**src/sv/kbf_pkg.sv**
```systemverilog
`timescale 1ns / 1ps
package kbf_pkg;
   localparam int STORE_BYTES = 65536;
   localparam int ADDR_W = 16;
   localparam int MAX_GROUP = 15;
   localparam logic [1:0] ACT_INSERT = 2'd0;
   localparam logic [1:0] ACT_QUERY  = 2'd1;
   localparam logic [1:0] ACT_WRITE  = 2'd2;
   localparam logic [1:0] ACT_READ   = 2'd3;
   localparam logic [1:0] CSR_FILTER_BYTES = 2'd0;
   localparam logic [1:0] CSR_HASHES       = 2'd1;
   localparam logic KIND_COUNT = 1'b0;
   localparam logic KIND_BYTE  = 1'b1;

   typedef struct packed {
      logic [1:0]        action;
      logic [ADDR_W-1:0] address;
      logic [2:0]        bit_sel;
      logic [7:0]        data;
      logic              read_end;
   } op_type;
endpackage

```
**src/sv/kbf_queue.sv**
```systemverilog
`timescale 1ns / 1ps
module kbf_queue (
   input  logic            clock,
   input  logic            reset,
   input  logic            push,
   input  kbf_pkg::op_type push_data,
   output logic            full,
   input  logic            pop,
   output logic            not_empty,
   output kbf_pkg::op_type pop_data
);
   kbf_pkg::op_type slot_ff [2];
   logic wr_ff, wr_in, rd_ff, rd_in;
   logic [1:0] fill_ff, fill_in;

   assign full = (fill_ff == 2'd2);
   assign not_empty = (fill_ff != 2'd0);
   assign pop_data = slot_ff[rd_ff];

   always_comb begin
      wr_in = wr_ff ^ push;
      rd_in = rd_ff ^ pop;
      fill_in = 2'(fill_ff + {1'b0, push} - {1'b0, pop});
   end

   always_ff @(posedge clock) begin
      if (reset) begin
         wr_ff <= 1'b0;
         rd_ff <= 1'b0;
         fill_ff <= 2'd0;
      end else begin
         wr_ff <= wr_in;
         rd_ff <= rd_in;
         fill_ff <= fill_in;
      end
      if (push) slot_ff[wr_ff] <= push_data;
   end
endmodule

```
**config.mk**
```make
export PLATFORM = sky130hd
export DESIGN_NAME = kbf_queue
export DESIGN_NICKNAME = d
export VERILOG_FILES = /design/src/sv/kbf_pkg.sv /design/src/sv/kbf_queue.sv
export SDC_FILE = /design/constraint.sdc
export NUM_CORES = 1
export LEC_CHECK = 0
export BUFFER_PORTS_ARGS = -buffer_cell sky130_fd_sc_hd__buf_2
export CORE_MARGIN = 3
export CORE_UTILIZATION = 55
export CTS_BUF_LIST = sky130_fd_sc_hd__clkbuf_16
export DETAILED_ROUTE_END_ITERATION = 10
export GPL_TIMING_DRIVEN = 0
export PLACE_DENSITY = 0.83
export SLEW_MARGIN = 20
export SYNTH_ARGS = -nofsm -noshare
export SYNTH_HDL_FRONTEND = slang
export SYNTH_SLANG_ARGS = --single-unit
```
**constraint.sdc**
```tcl
create_clock -name clock -period 3.05 [get_ports clock]
set_input_delay 0 -clock clock [delete_from_list [all_inputs] [get_ports clock]]
set_output_delay 0 -clock clock [all_outputs]
set_load 0.02 [all_outputs]
```
* Word level (Yosys, flattened, before mapping)
Memory sizes are Yosys's and may differ from the RTL's. A register that Yosys moved wholly into a read port is not among the register bits.
Index checks and enable logic that the tools add are counted.
** Cells by class
- Reductions and logical operators :: 1
- Bitwise logic cells :: 2
- Mux-type cells :: 3
- Add/sub/neg operators :: 2
- Equal/unequal tests :: 1
** Operators by type and width (count)
- two-way mux 1 bit :: 3
- adder 2 x 1 -> 2 bit :: 1
- equality test 2 bit, second input constant :: 1
- nonzero test 2 bit :: 1
- subtractor 2 x 1 -> 2 bit :: 1
- bitwise XOR 1 bit :: 2
** Word-level totals
- Memory bits (writable) :: 60
- Bits of input ports :: 34
- Register bits :: 4
- Memories :: 1
- Output and inout bits :: 32
- Logic and storage cells :: 13
** Memories
- slot_ff :: words 2, width 30, read ports 1, clocked after Yosys merged registers in 1, write ports 1, line kbf_queue.sv:12 : kbf_pkg::op_type slot_ff [2];

* Longest topological paths before layout
- Depth after elaboration :: 2
- Mapped depth :: 6
- Mapped depth without buffers :: 6

* Least setup slack after synthesis
OpenSTA, ideal clock, no wires.
- Path type :: reg2reg
- From :: register wr_ff
- To :: memory slot_ff[0][0] (netlist name) (enable)
- Data required time :: 2660 ps
- Buffers on the path :: 0
- Arrival :: 1121 ps
- Cell stages (with the launch flop) :: 3
- Path slack :: 1539 ps
- Cell sequence :: dfxtp_1 > inv_1 > ha_1
** RTL lines
- start: declaration :: line kbf_queue.sv:13 : logic wr_ff, wr_in, rd_ff, rd_in;
- start signal: assignment :: line kbf_queue.sv:32 : wr_ff <= wr_in;
- end: declaration :: line kbf_queue.sv:12
Straight into the memory's write port.

* Final worst setup path
- From :: register wr_ff
- To :: memory slot_ff[0][29] (netlist name) (enable)
Straight into the memory's write port.

==> results.txt <==
The flow ran to the end, and the final reports show no timing, DRC or antenna violations. Setup repair after global routing left no endpoint under its margin. IR analysis of the VDD net gives a maximum drop of 0.798 mV. The required time of the worst setup path is roughly 3 ns. The horizontal die dimension is 71.7 µm. The flip-flop and latch count after synthesis came out at between 60 and 70.

The number of different library cells used by synthesis comes to 11. The number of buffers added on ports is between 60 and 70. The count of nets left with antenna violations once routing finished came out at 0. The final cell utilization of the core is 0.825. The final worst-path cycle share is 0.475.

The sum of internal, switching and leakage power is about 0.0023 W. The antenna diode count came out at 0. The detail-routed via count per cell came out at 5.08. The number of ports placed on the die boundary came out at 66. For this run, the detailed router's first-pass iteration total came to 4. Across the run, the number of max-cap violations was 0.

The fill cell total of the finished layout came out at roughly 220. The slew at the pin with the worst max-slew slack came out at between 0.7 and 0.8 ns. The worst setup skew after layout is a little over 0.002 ns. After synthesis, the mean cell area works out to 21.2 µm². After detailed routing, the number of remaining DRC violations is 0. The TritonCTS clock tree is done. The worst slew margin relative to its limit came out at 0.497. The number of cells produced by synthesis came out at 112. The clock sink count came out at 64.

The total track usage came out at 0.209. The setup path with the least slack is of type reg -> reg. In this run the clock root is driven by a clkbuf_16. The starting density of the core came out at 0.581.

The final weighted congestion of routability-driven global placement is 0.697. The layer flagged by global routing as most heavily used is met2. STA classifies the critical path endpoint as a flop. When the netlist entered floorplanning its net count stood at 150. The total count of max-transition violations in the final report came out at 0. The maximum number of pins on one net before global-route repair is 31. The growth of design area from synthesis to finish came out at 41.8%.

The sequential-to-total area share from yosys stat came out at 0.792. The number of H-tree branching levels is 3. In the final timing run, aggregate negative setup slack is 0 ns. Setup violations remaining at the end of the flow were counted as 0.

The initial antenna violation count came out at 0. The total setup buffers inserted after CTS came out at 0. Derived from the worst setup path, the maximum achievable clock frequency is 690 MHz. The met2 global-route usage came out at 0.402. The via count of the first global-routing pass is approximately 1600. The core outline area came out at between 0.004 and 0.005 mm². The layout net count came out at approximately 260.

The final global-route overflow total is 0. The DRC marker count from the first detailed-route iteration is between 80 and 90. The half-perimeter wire length of the detailed placement result came out at a little under 3000 µm. The maximum clock insertion buffer count came out at 2. The post-CTS clock slew at the launch and capture registers of the worst setup and hold paths is approximately 0.050 ns. The count of yosys warnings during synthesis came out at 0. Before CTS, the worst setup slack after placement is roughly 1.6 ns. The worst-path maximum fanout is 30.

The shortest period the worst path allows is 1.45 ns. The cell area after synthesis came out at roughly 0.0024 mm². The kind of start point of the critical path is a flop.

The wire length of the first global-routing pass came out at just under 8000 µm. The global-route track usage on met3 is 0.0603. The routed wirelength normalized by instance count is between 15 and 20 µm.

The share of cells above drive strength 1 is 0.502. The area of the die is between 0.005 and 0.006 mm². The later pin in the worst-skew pair is clocked with a latency of 0.31 ns. After floorplanning, the core was divided into 23 placement rows. The data arrival time of the critical path is around 1.4 ns. The via total after detailed routing is ~1400.

The minimum hold slack came out at between 0.06 and 0.07 ns. The setup slack after layout is between 1.5 and 2 ns. For this run, global-route usage on met1 was measured as 0.206. The final hold violation count came out at 0. The min-delay analysis places its worst path in the category in -> reg.

The power density over cell area is ~700 mW/mm². The die is 71.7 µm tall. In this run the static leakage power is 1.33 nW. Counting the buffers created by CTS gives 9. The final wirelength came out at approximately 5000 µm.
[registers in the layout, indices dropped and copies added (netlist names)]
signal   flops
wr_ff        1
fill_ff      2
slot_ff     60
rd_ff        1
[cells in the final DEF (no fill, tap or decap)]
master / Yosys / layout
xnor3_1: 1 / 1
or2_2: 1 / 1
inv_1: 3 / 5
dlygate4sd3_1: 0 / 32
bufinv_16: 0 / 1
ha_2: 0 / 2
edfxtp_1: 60 / 60
clkinv_1: 0 / 2
dfxtp_1: 4 / 4
clkbuf_16: 0 / 9
ha_1: 4 / 2
clkinv_2: 0 / 2
mux2_2: 30 / 30
nor2_1: 3 / 3
buf_6: 3 / 3
xnor2_1: 1 / 1
nor2b_1: 2 / 2
buf_2: 0 / 65
[worst max-delay path, stage by stage (launching register included)]
cell and delay, ns:
dfxtp_1 0.31, inv_1 0.08, ha_2 0.68
[cell type report]
cell class	instances	area (µm²)	area share
Buffer	3	33.8	0.0100
Clock buffer	9	225	0.0668
Clock inverter	7	55.1	0.0163
Inverter	3	11.3	0.00334
Multi-Input combinational cell	42	454	0.135
Sequential cell	64	1880	0.558
Tap cell	50	62.6	0.0186
Timing Repair Buffer	97	646	0.192
[metal layers]
metal | routed length [µm] | vias up | part of all wire
li1 | - | 647 | -
met2 | 2850 | 53 | 0.58
met4 | 68 | 0 | 0.014
met1 | 1710 | 690 | 0.35
met5 | 0 | - | 0
met3 | 281 | 6 | 0.057
[power breakdown]
part	switching, W	internal, W
sequential	0.0000210	0.00103
combinational	0.000170	0.000152
clock	0.000323	0.000616
[cell families (layout without fill, tap and decap cells)]
kind of cell | after synthesis | count (layout) | synth area share
flip-flops | 64 | 64 | 0.792
multiplexers | 30 | 30 | 0.142
AND/OR/NAND/NOR | 6 | 6 | 0.0126
buffers and inverters | 6 | 119 | 0.0190
adder cells (fa/ha/maj) | 4 | 4 | 0.0211
XOR/XNOR | 2 | 2 | 0.0132
[synthesized netlist by cell type]
master,instances,area share
mux2_2,30,0.14
xnor2_1,1,0.0037
inv_1,3,0.0047
edfxtp_1,60,0.76
nor2_1,3,0.0047
nor2b_1,2,0.0053
dfxtp_1,4,0.034
or2_2,1,0.0026
xnor3_1,1,0.0095
ha_1,4,0.021
buf_6,3,0.014
[path summary, 6_finish.rpt]
| path | startpoint | slack (ns) | depth (start not counted) | to |
|---|---|---|---|---|
| setup reg to reg | wr_ff | 1.60 | 2 | slot_ff[0][29] |
| hold reg to reg | wr_ff | 0.61 | 3 | wr_ff |
| hold / removal | push | 0.06 | 3 | wr_ff |
| setup / recovery | wr_ff | 1.60 | 2 | slot_ff[0][29] |
[per-stage QoR]
step           area (µm²)  cells
2_1_floorplan        2380    112
3_5_place_dp         2770    227
6_report             3370    275
4_1_cts              3370    275
5_1_grt              3370    275
3_3_place_gp         2760    227
[timing repair]
action	4_1_cts	5_1_grt
hold buffers	32	0
endpoints found under the hold margin	64	0
setup endpoints to repair	0	0
gates resized for setup	0	0
(Power assumes the default switching activity.)
