--- config.mk ---
export PLATFORM = sky130hd
export DESIGN_NAME = kbf_front
export DESIGN_NICKNAME = d
export VERILOG_FILES = /design/src/sv/kbf_pkg.sv /design/src/sv/kbf_front.sv
export SDC_FILE = /design/constraint.sdc
export NUM_CORES = 1
export LEC_CHECK = 0
export ABC_CLOCK_PERIOD_IN_PS = 6800
export BUFFER_PORTS_ARGS = -buffer_cell sky130_fd_sc_hd__buf_2
export CORE_UTILIZATION = 45
export CTS_CLUSTER_DIAMETER = 80
export DETAILED_ROUTE_END_ITERATION = 6
export HOLD_SLACK_MARGIN = 0.06
export MAX_ROUTING_LAYER = met4
export PLACE_DENSITY = 0.75
export SLEW_MARGIN = 0
export SYNTH_ARGS = -nofsm -noshare
export SYNTH_HDL_FRONTEND = slang
export SYNTH_SLANG_ARGS = --single-unit
--- constraint.sdc ---
create_clock -name clock -period 6.8 [get_ports clock]
set_clock_uncertainty 0.1 [all_clocks]
set_input_delay 1.36 -clock clock [delete_from_list [all_inputs] [get_ports clock]]
set_output_delay 1.36 -clock clock [all_outputs]
set_load 0.02 [all_outputs]
--- src/sv/kbf_pkg.sv ---
`timescale 1ns / 1ps
package kbf_pkg;
   localparam int STORE_BYTES = 65536;
   localparam int ADDR_W = 16;
   localparam int MAX_GROUP = 15;
   localparam logic [1:0] ACT_INSERT = 2'd0;
   localparam logic [1:0] ACT_QUERY  = 2'd1;
   localparam logic [1:0] ACT_WRITE  = 2'd2;
   localparam logic [1:0] ACT_READ   = 2'd3;
   localparam logic [1:0] CSR_FILTER_BYTES = 2'd0;
   localparam logic [1:0] CSR_HASHES       = 2'd1;
   localparam logic KIND_COUNT = 1'b0;
   localparam logic KIND_BYTE  = 1'b1;

   typedef struct packed {
      logic [1:0]        action;
      logic [ADDR_W-1:0] address;
      logic [2:0]        bit_sel;
      logic [7:0]        data;
      logic              read_end;
   } op_type;
endpackage

--- src/sv/kbf_front.sv ---
`timescale 1ns / 1ps
// Reduces an insert or query hash modulo 8*filter_bytes with one restoring subtract per cycle.
module kbf_front (
   input  logic                clock,
   input  logic                reset,
   input  logic                start,
   output logic                busy,
   input  logic [1:0]          action,
   input  logic [63:0]         kmer_hash,
   input  logic [15:0]         byte_address,
   input  logic [7:0]          byte_data,
   input  logic                read_end,
   input  logic [16:0]         filter_bytes,
   input  logic                q_full,
   output logic                q_push,
   output kbf_pkg::op_type     q_data
);
   localparam logic [1:0] ST_IDLE = 2'd0;
   localparam logic [1:0] ST_DIV  = 2'd1;
   localparam logic [1:0] ST_PUSH = 2'd2;

   logic [1:0]  state_ff, state_in;
   logic [6:0]  count_ff, count_in;
   logic [63:0] hash_ff, hash_in;
   logic [19:0] rem_ff, rem_in;
   logic [19:0] modulus_ff, modulus_in;
   kbf_pkg::op_type op_ff, op_in;
   logic [16:0] fb_eff;
   logic [20:0] shifted;

   always_comb begin
      fb_eff = filter_bytes;
      if (fb_eff == 17'd0) fb_eff = 17'd1;
      if (fb_eff > 17'(kbf_pkg::STORE_BYTES)) fb_eff = 17'(kbf_pkg::STORE_BYTES);
   end

   assign busy = (state_ff != ST_IDLE);
   assign shifted = {rem_ff, hash_ff[63]};
   assign q_push = (state_ff == ST_PUSH) && !q_full;
   assign q_data = op_ff;

   always_comb begin
      state_in = state_ff;
      count_in = count_ff;
      hash_in = hash_ff;
      rem_in = rem_ff;
      modulus_in = modulus_ff;
      op_in = op_ff;
      case (state_ff)
         ST_IDLE: begin
            if (start) begin
               op_in.action = action;
               op_in.address = byte_address;
               op_in.bit_sel = 3'd0;
               op_in.data = byte_data;
               op_in.read_end = read_end;
               hash_in = kmer_hash;
               rem_in = 20'd0;
               modulus_in = {fb_eff, 3'b000};
               count_in = 7'd0;
               if (action == kbf_pkg::ACT_INSERT || action == kbf_pkg::ACT_QUERY) begin
                  state_in = ST_DIV;
               end else begin
                  state_in = ST_PUSH;
               end
            end
         end
         ST_DIV: begin
            if (shifted >= {1'b0, modulus_ff}) begin
               rem_in = 20'(shifted - {1'b0, modulus_ff});
            end else begin
               rem_in = shifted[19:0];
            end
            hash_in = {hash_ff[62:0], 1'b0};
            count_in = 7'(count_ff + 7'd1);
            if (count_ff == 7'd63) begin
               state_in = ST_PUSH;
               op_in.address = rem_in[18:3];
               op_in.bit_sel = rem_in[2:0];
            end
         end
         ST_PUSH: begin
            if (!q_full) state_in = ST_IDLE;
         end
         default: state_in = ST_IDLE;
      endcase
   end

   always_ff @(posedge clock) begin
      if (reset) begin
         state_ff <= ST_IDLE;
      end else begin
         state_ff <= state_in;
      end
      count_ff <= count_in;
      hash_ff <= hash_in;
      rem_ff <= rem_in;
      modulus_ff <= modulus_in;
      op_ff <= op_in;
   end
endmodule

Word-level counts from Yosys, hierarchy flattened
Cells that the tools add are included.
{"block": "op_classes", "addsub": 2, "magnitude_cmp": 2, "n_eq_ne": 7, "mux": 16, "reduce_logical": 12}
{"op": "64-bit one-hot mux with 2 select lines", "count": 1}
{"op": "64-bit 2-to-1 mux", "count": 1}
{"op": "20-bit 2-to-1 mux", "count": 2}
{"op": "20-bit one-hot mux with 2 select lines", "count": 1}
{"op": "19-bit one-hot mux with 2 select lines", "count": 1}
{"op": "28-bit 2-to-1 mux", "count": 1}
{"op": "21-bit by 20-bit greater-or-equal comparator with 1-bit output", "count": 1}
{"op": "20-bit subtractor", "count": 1}
{"op": "19-bit 2-to-1 mux", "count": 1}
{"op": "17-bit greater-than comparator, second input constant", "count": 1}
{"op": "17-bit zero test", "count": 1}
{"op": "17-bit 2-to-1 mux", "count": 1}
{"op": "7-bit one-hot mux with 2 select lines", "count": 1}
{"op": "2-bit 2-to-1 mux", "count": 4}
{"op": "7-bit by 1-bit adder with 7-bit output, second input constant", "count": 1}
{"op": "7-bit by 6-bit == test with 1-bit output, second input constant", "count": 1}
{"op": "7-bit 2-to-1 mux", "count": 1}
{"op": "2-bit != test, second input constant", "count": 3}
{"op": "2-bit one-hot mux with 3 select lines", "count": 1}
{"op": "3-bit AND reduction", "count": 2}
{"op": "2-bit by 1-bit == test with 1-bit output, second input constant", "count": 2}
{"op": "2-bit zero test", "count": 2}
{"op": "2-bit AND reduction", "count": 2}
{"op": "2-bit nonzero test", "count": 2}
{"op": "other kinds (4)", "count": 4}
{"block": "word_totals", "register_bits": 140, "inputBits": 112, "output_inout_bits": 32, "word_cells": 49}

Longest topological paths before layout
{"block": "logic_depth", "depth_word": 5, "mapped_depth": 11, "depth_no_buf": 10}

Worst setup path before layout
Ideal clock, no wire load.
{"block": "synth_path", "kind": "input to register", "startpoint": "input start", "endpoint": "register count_ff[0] (enable)", "setup_ns": 0.541, "arrival_ns": 5.203, "required_ns": 6.159, "setup_slack_ns": 0.956, "stages": 2, "path_buffers": 0, "cell_sequence": "nor2_1 > nor2_1"}
{"block": "synth_via", "elab_chain_cells": 2}
{"item": "from (decl)", "line_no": "kbf_front.sv:6", "text": "input logic start,"}
{"item": "2-bit != test (no line)"}
{"item": "2-bit AND reduction (no line)"}
{"item": "to (signal assigned)", "line_no": "kbf_front.sv:95", "text": "count_ff <= count_in;"}
{"item": "to (decl)", "line_no": "kbf_front.sv:23", "text": "logic [6:0] count_ff, count_in;"}
No other way between the ends.
A chain may end at the register's enable or synchronous reset.

Worst setup path in the final report
{"block": "layout_path", "startpoint": "input q_full", "endpoint": "output q_push"}
{"block": "layout_via", "elab_chain_cells": 2}
{"item": "from (decl)", "line_no": "kbf_front.sv:14", "text": "input logic q_full,"}
{"item": "1-bit zero test"}
{"item": "1-bit logical AND", "line_no": "kbf_front.sv:39", "text": "assign q_push = (state_ff == ST_PUSH) && !q_full;"}
{"item": "to (decl)", "line_no": "kbf_front.sv:15", "text": "output logic q_push,"}
No other way between the ends.

==> metrics.md <==
| Metric | Value |
|---|---|
| CTS Hold Bufs | 0 |
| Yosys cell types | 53 |
| Core Region | between 10000 and 15000 µm² |
| Die Span Y | ~120 µm |
| Top FF cell, synth | edfxtp_1 |
| Sequential-to-total area share from yosys stat | 0.615 |
| Share of the clock period used by the worst path after layout | 0.485 |
| Nets@finish | 899 |
| Initial core utilization | 0.464 |
| Post-synth EDFFs | 138 |
| Remaining antenna violation count | 0 |
| Max-slew violations | 0 |
| CTS Root Buffer Type | clkbuf_16 |
| Worst vdd ir | between 0.15 and 0.2 mV |
| Pwr dens | 308 nW/µm² |
| Failing checks | DRC |
| Diode count | 0 |
| Fin. Hold Viols | 0 |
| Worst-margin pin slew | 1.04 ns |
| Max-cap violations | 0 |
| First-pass GRT wire length | approximately 23000 µm |
| Cell area after synthesis | 6800 µm² |
| Static Leakage | 3.61 nW |
| DRC Markers | 12 |
| Endpoints failing setup | 0 |
| Critical path required time | 5.34 ns |
| Final wirelength | approximately 14000 µm |
| Vias in the first global route | 4810 |
| Die Area | roughly 16000 µm² |
| Syn Inst Count | 636 |
| Asr flop ratio synth | 0 |
| Vias | 4923 |
| Setup crit start kind | input port |
| Later-pin clock latency in the skew report | 0.42 ns |
| IO Port Bufs | between 100 and 150 |
| YS warnings | 0 |
| Worst-path clk slew | 0.06 ns |
| Layout cell share with drive strength beyond 1 | 0.247 |
| H-tree depth | 4 |
| WS Path Type | in2out |
| CTS Buf Count | 17 |
| WP data arrival | between 1.5 and 2 ns |
| Post_cts resized | 0 |
| Post-CTS Setup Bufs | 0 |
| CTS sink cnt | 140 |
| Min Tclk post-route | between 3 and 4 ns |
| Initial antenna violation count | 0 |
| Syn avg cell area | 10.7 µm² |
| Chip width | 125 µm |
| Relative slew slack | 0.306 |
| Grt ovf | 0 |
| # rows | 44 |
| Vias per cell | 5.10 |
| DRT Pass-1 Iters | 7 |
| Most common cell after layout, fill and taps aside | nand2_1 |
| Wire per inst | 15.0 µm |
| CTS tree | done |
| Global Route Usage Sum | 0.200 |
| Post-Layout Cell Count | 965 |
| Status | complete, but fails checks |
| HP Class | reg2reg |
| IO Pins | 144 |
| Most frequent cells in the layout | nand2_1 (212), buf_2 (143), edfxtp_1 (138), nor2_1 (31), inv_1 (23) |
| Critical-path maximum fanout | 3 |
| Clock tree buffer depth | 2 |
| Fmax | between 300 and 400 MHz |
| #FFs+latches synth | 140 |
| Unrepaired setup endpoints after global routing | no |
| Largest net degree at the start of global routing | 98 |
| Placed insts | 933 |
| Area Overhead vs Synth | 21.6% |
| Syn nets | about 770 |
| HPWL Detailed | roughly 9700 µm |
| Starting DRT DRC Count | 266 |
| RD Place Congestion | 0.844 |
| Setup Total Neg Slack | 0 ns |
| Setup crit end kind | output pin |
-- routing by layer --
metal / global-route usage / wire length, µm
met2: 0.308 / 6750
met5: - / 0
met3: 0.0528 / 865
met1: 0.257 / 6620
met4: 0.0703 / 214
-- kinds of logic (layout without fill, tap and decap cells) --
family                   count (synthesis)  count (layout)  share of synthesized area
adder cells (fa/ha/maj)                 19              19                     0.0361
XOR/XNOR                                16              16                     0.0206
flip-flops                             140             140                      0.615
buffers and inverters                   58             203                     0.0348
AND/OR/NAND/NOR                        320             320                      0.208
multiplexers                            10              10                     0.0147
AO/OA/AOI/OAI                           73              73                     0.0709
-- path summary, 6_finish.rpt --
path	startpoint	to	slack, ns	cells after the start
worst max-delay path	q_full	q_push	3.50	3
worst min-delay path	hash_ff[25]$_DFFE_PP_	hash_ff[26]$_DFFE_PP_	0.40	2
worst max register to register	rem_ff[2]$_SDFFCE_PN0P_	q_data[12]$_DFFE_PP_	3.78	10
worst min register to register	hash_ff[25]$_DFFE_PP_	hash_ff[26]$_DFFE_PP_	0.40	2
-- layout make-up --
| class | instances | area (µm²) |
|---|---|---|
| Fill cell | 1293 | 6370 |
| Sequential cell | 140 | 4180 |
| Multi-Input combinational cell | 438 | 2410 |
| Timing Repair Buffer | 148 | 753 |
| Clock buffer | 20 | 447 |
| Tap cell | 184 | 230 |
| Clock inverter | 12 | 161 |
| Inverter | 23 | 86.3 |
-- critical path, stage by stage --
cell	delay, ns
buf_2	0.11
nor3b_1	0.17
buf_2	0.19
-- per-stage QoR --
stage                util  area, µm²  power, W  worst slack (ns)  hold WS [ns]
CTS                 0.565       8270   0.00256              3.48         0.410
global placement    0.523       7660   0.00160              3.21         0.386
finish              0.565       8270   0.00255              3.50         0.404
detailed placement  0.523       7660   0.00161              3.14         0.395
global route        0.565       8270   0.00265              3.46         0.419
floorplan               -       6800   0.00147             0.956         0.384
-- cell usage after synthesis (all sizes together) (2+ instances only) --
cell,number,area share
a21o,10,0.011
nor3,4,0.0029
and3,3,0.0035
dfxtp,2,0.0059
or3,2,0.0018
a311oi,3,0.0039
xnor2,10,0.013
buf,6,0.0057
nand4,6,0.0055
o211ai,2,0.0022
clkbuf,29,0.016
nand4b,2,0.0026
mux2i,10,0.015
a31oi,4,0.0037
nand2,213,0.12
a32oi,2,0.0026
nor2b,12,0.011
and4,2,0.0029
nor2,34,0.019
o21a,3,0.0033
edfxtp,138,0.61
inv,23,0.013
ha,18,0.033
and2,17,0.016
nor4,7,0.0086
nor3b,2,0.0022
nand3,12,0.0088
a21oi,20,0.016
xor2,6,0.0077
o21ai,21,0.015
a22o,2,0.0026
-- where the power goes --
part	switching (W)	internal [W]
registers	0.0000399	0.00108
clock network	0.000362	0.000590
logic	0.000299	0.000172
-- registers in the layout, summed over array words and instances (netlist names) --
name / flops
rem_ff: 20
state_ff: 2
hash_ff: 64
count_ff: 7
modulus_ff: 17
q_data: 30
No activity file was read; power rests on OpenSTA's default activity.
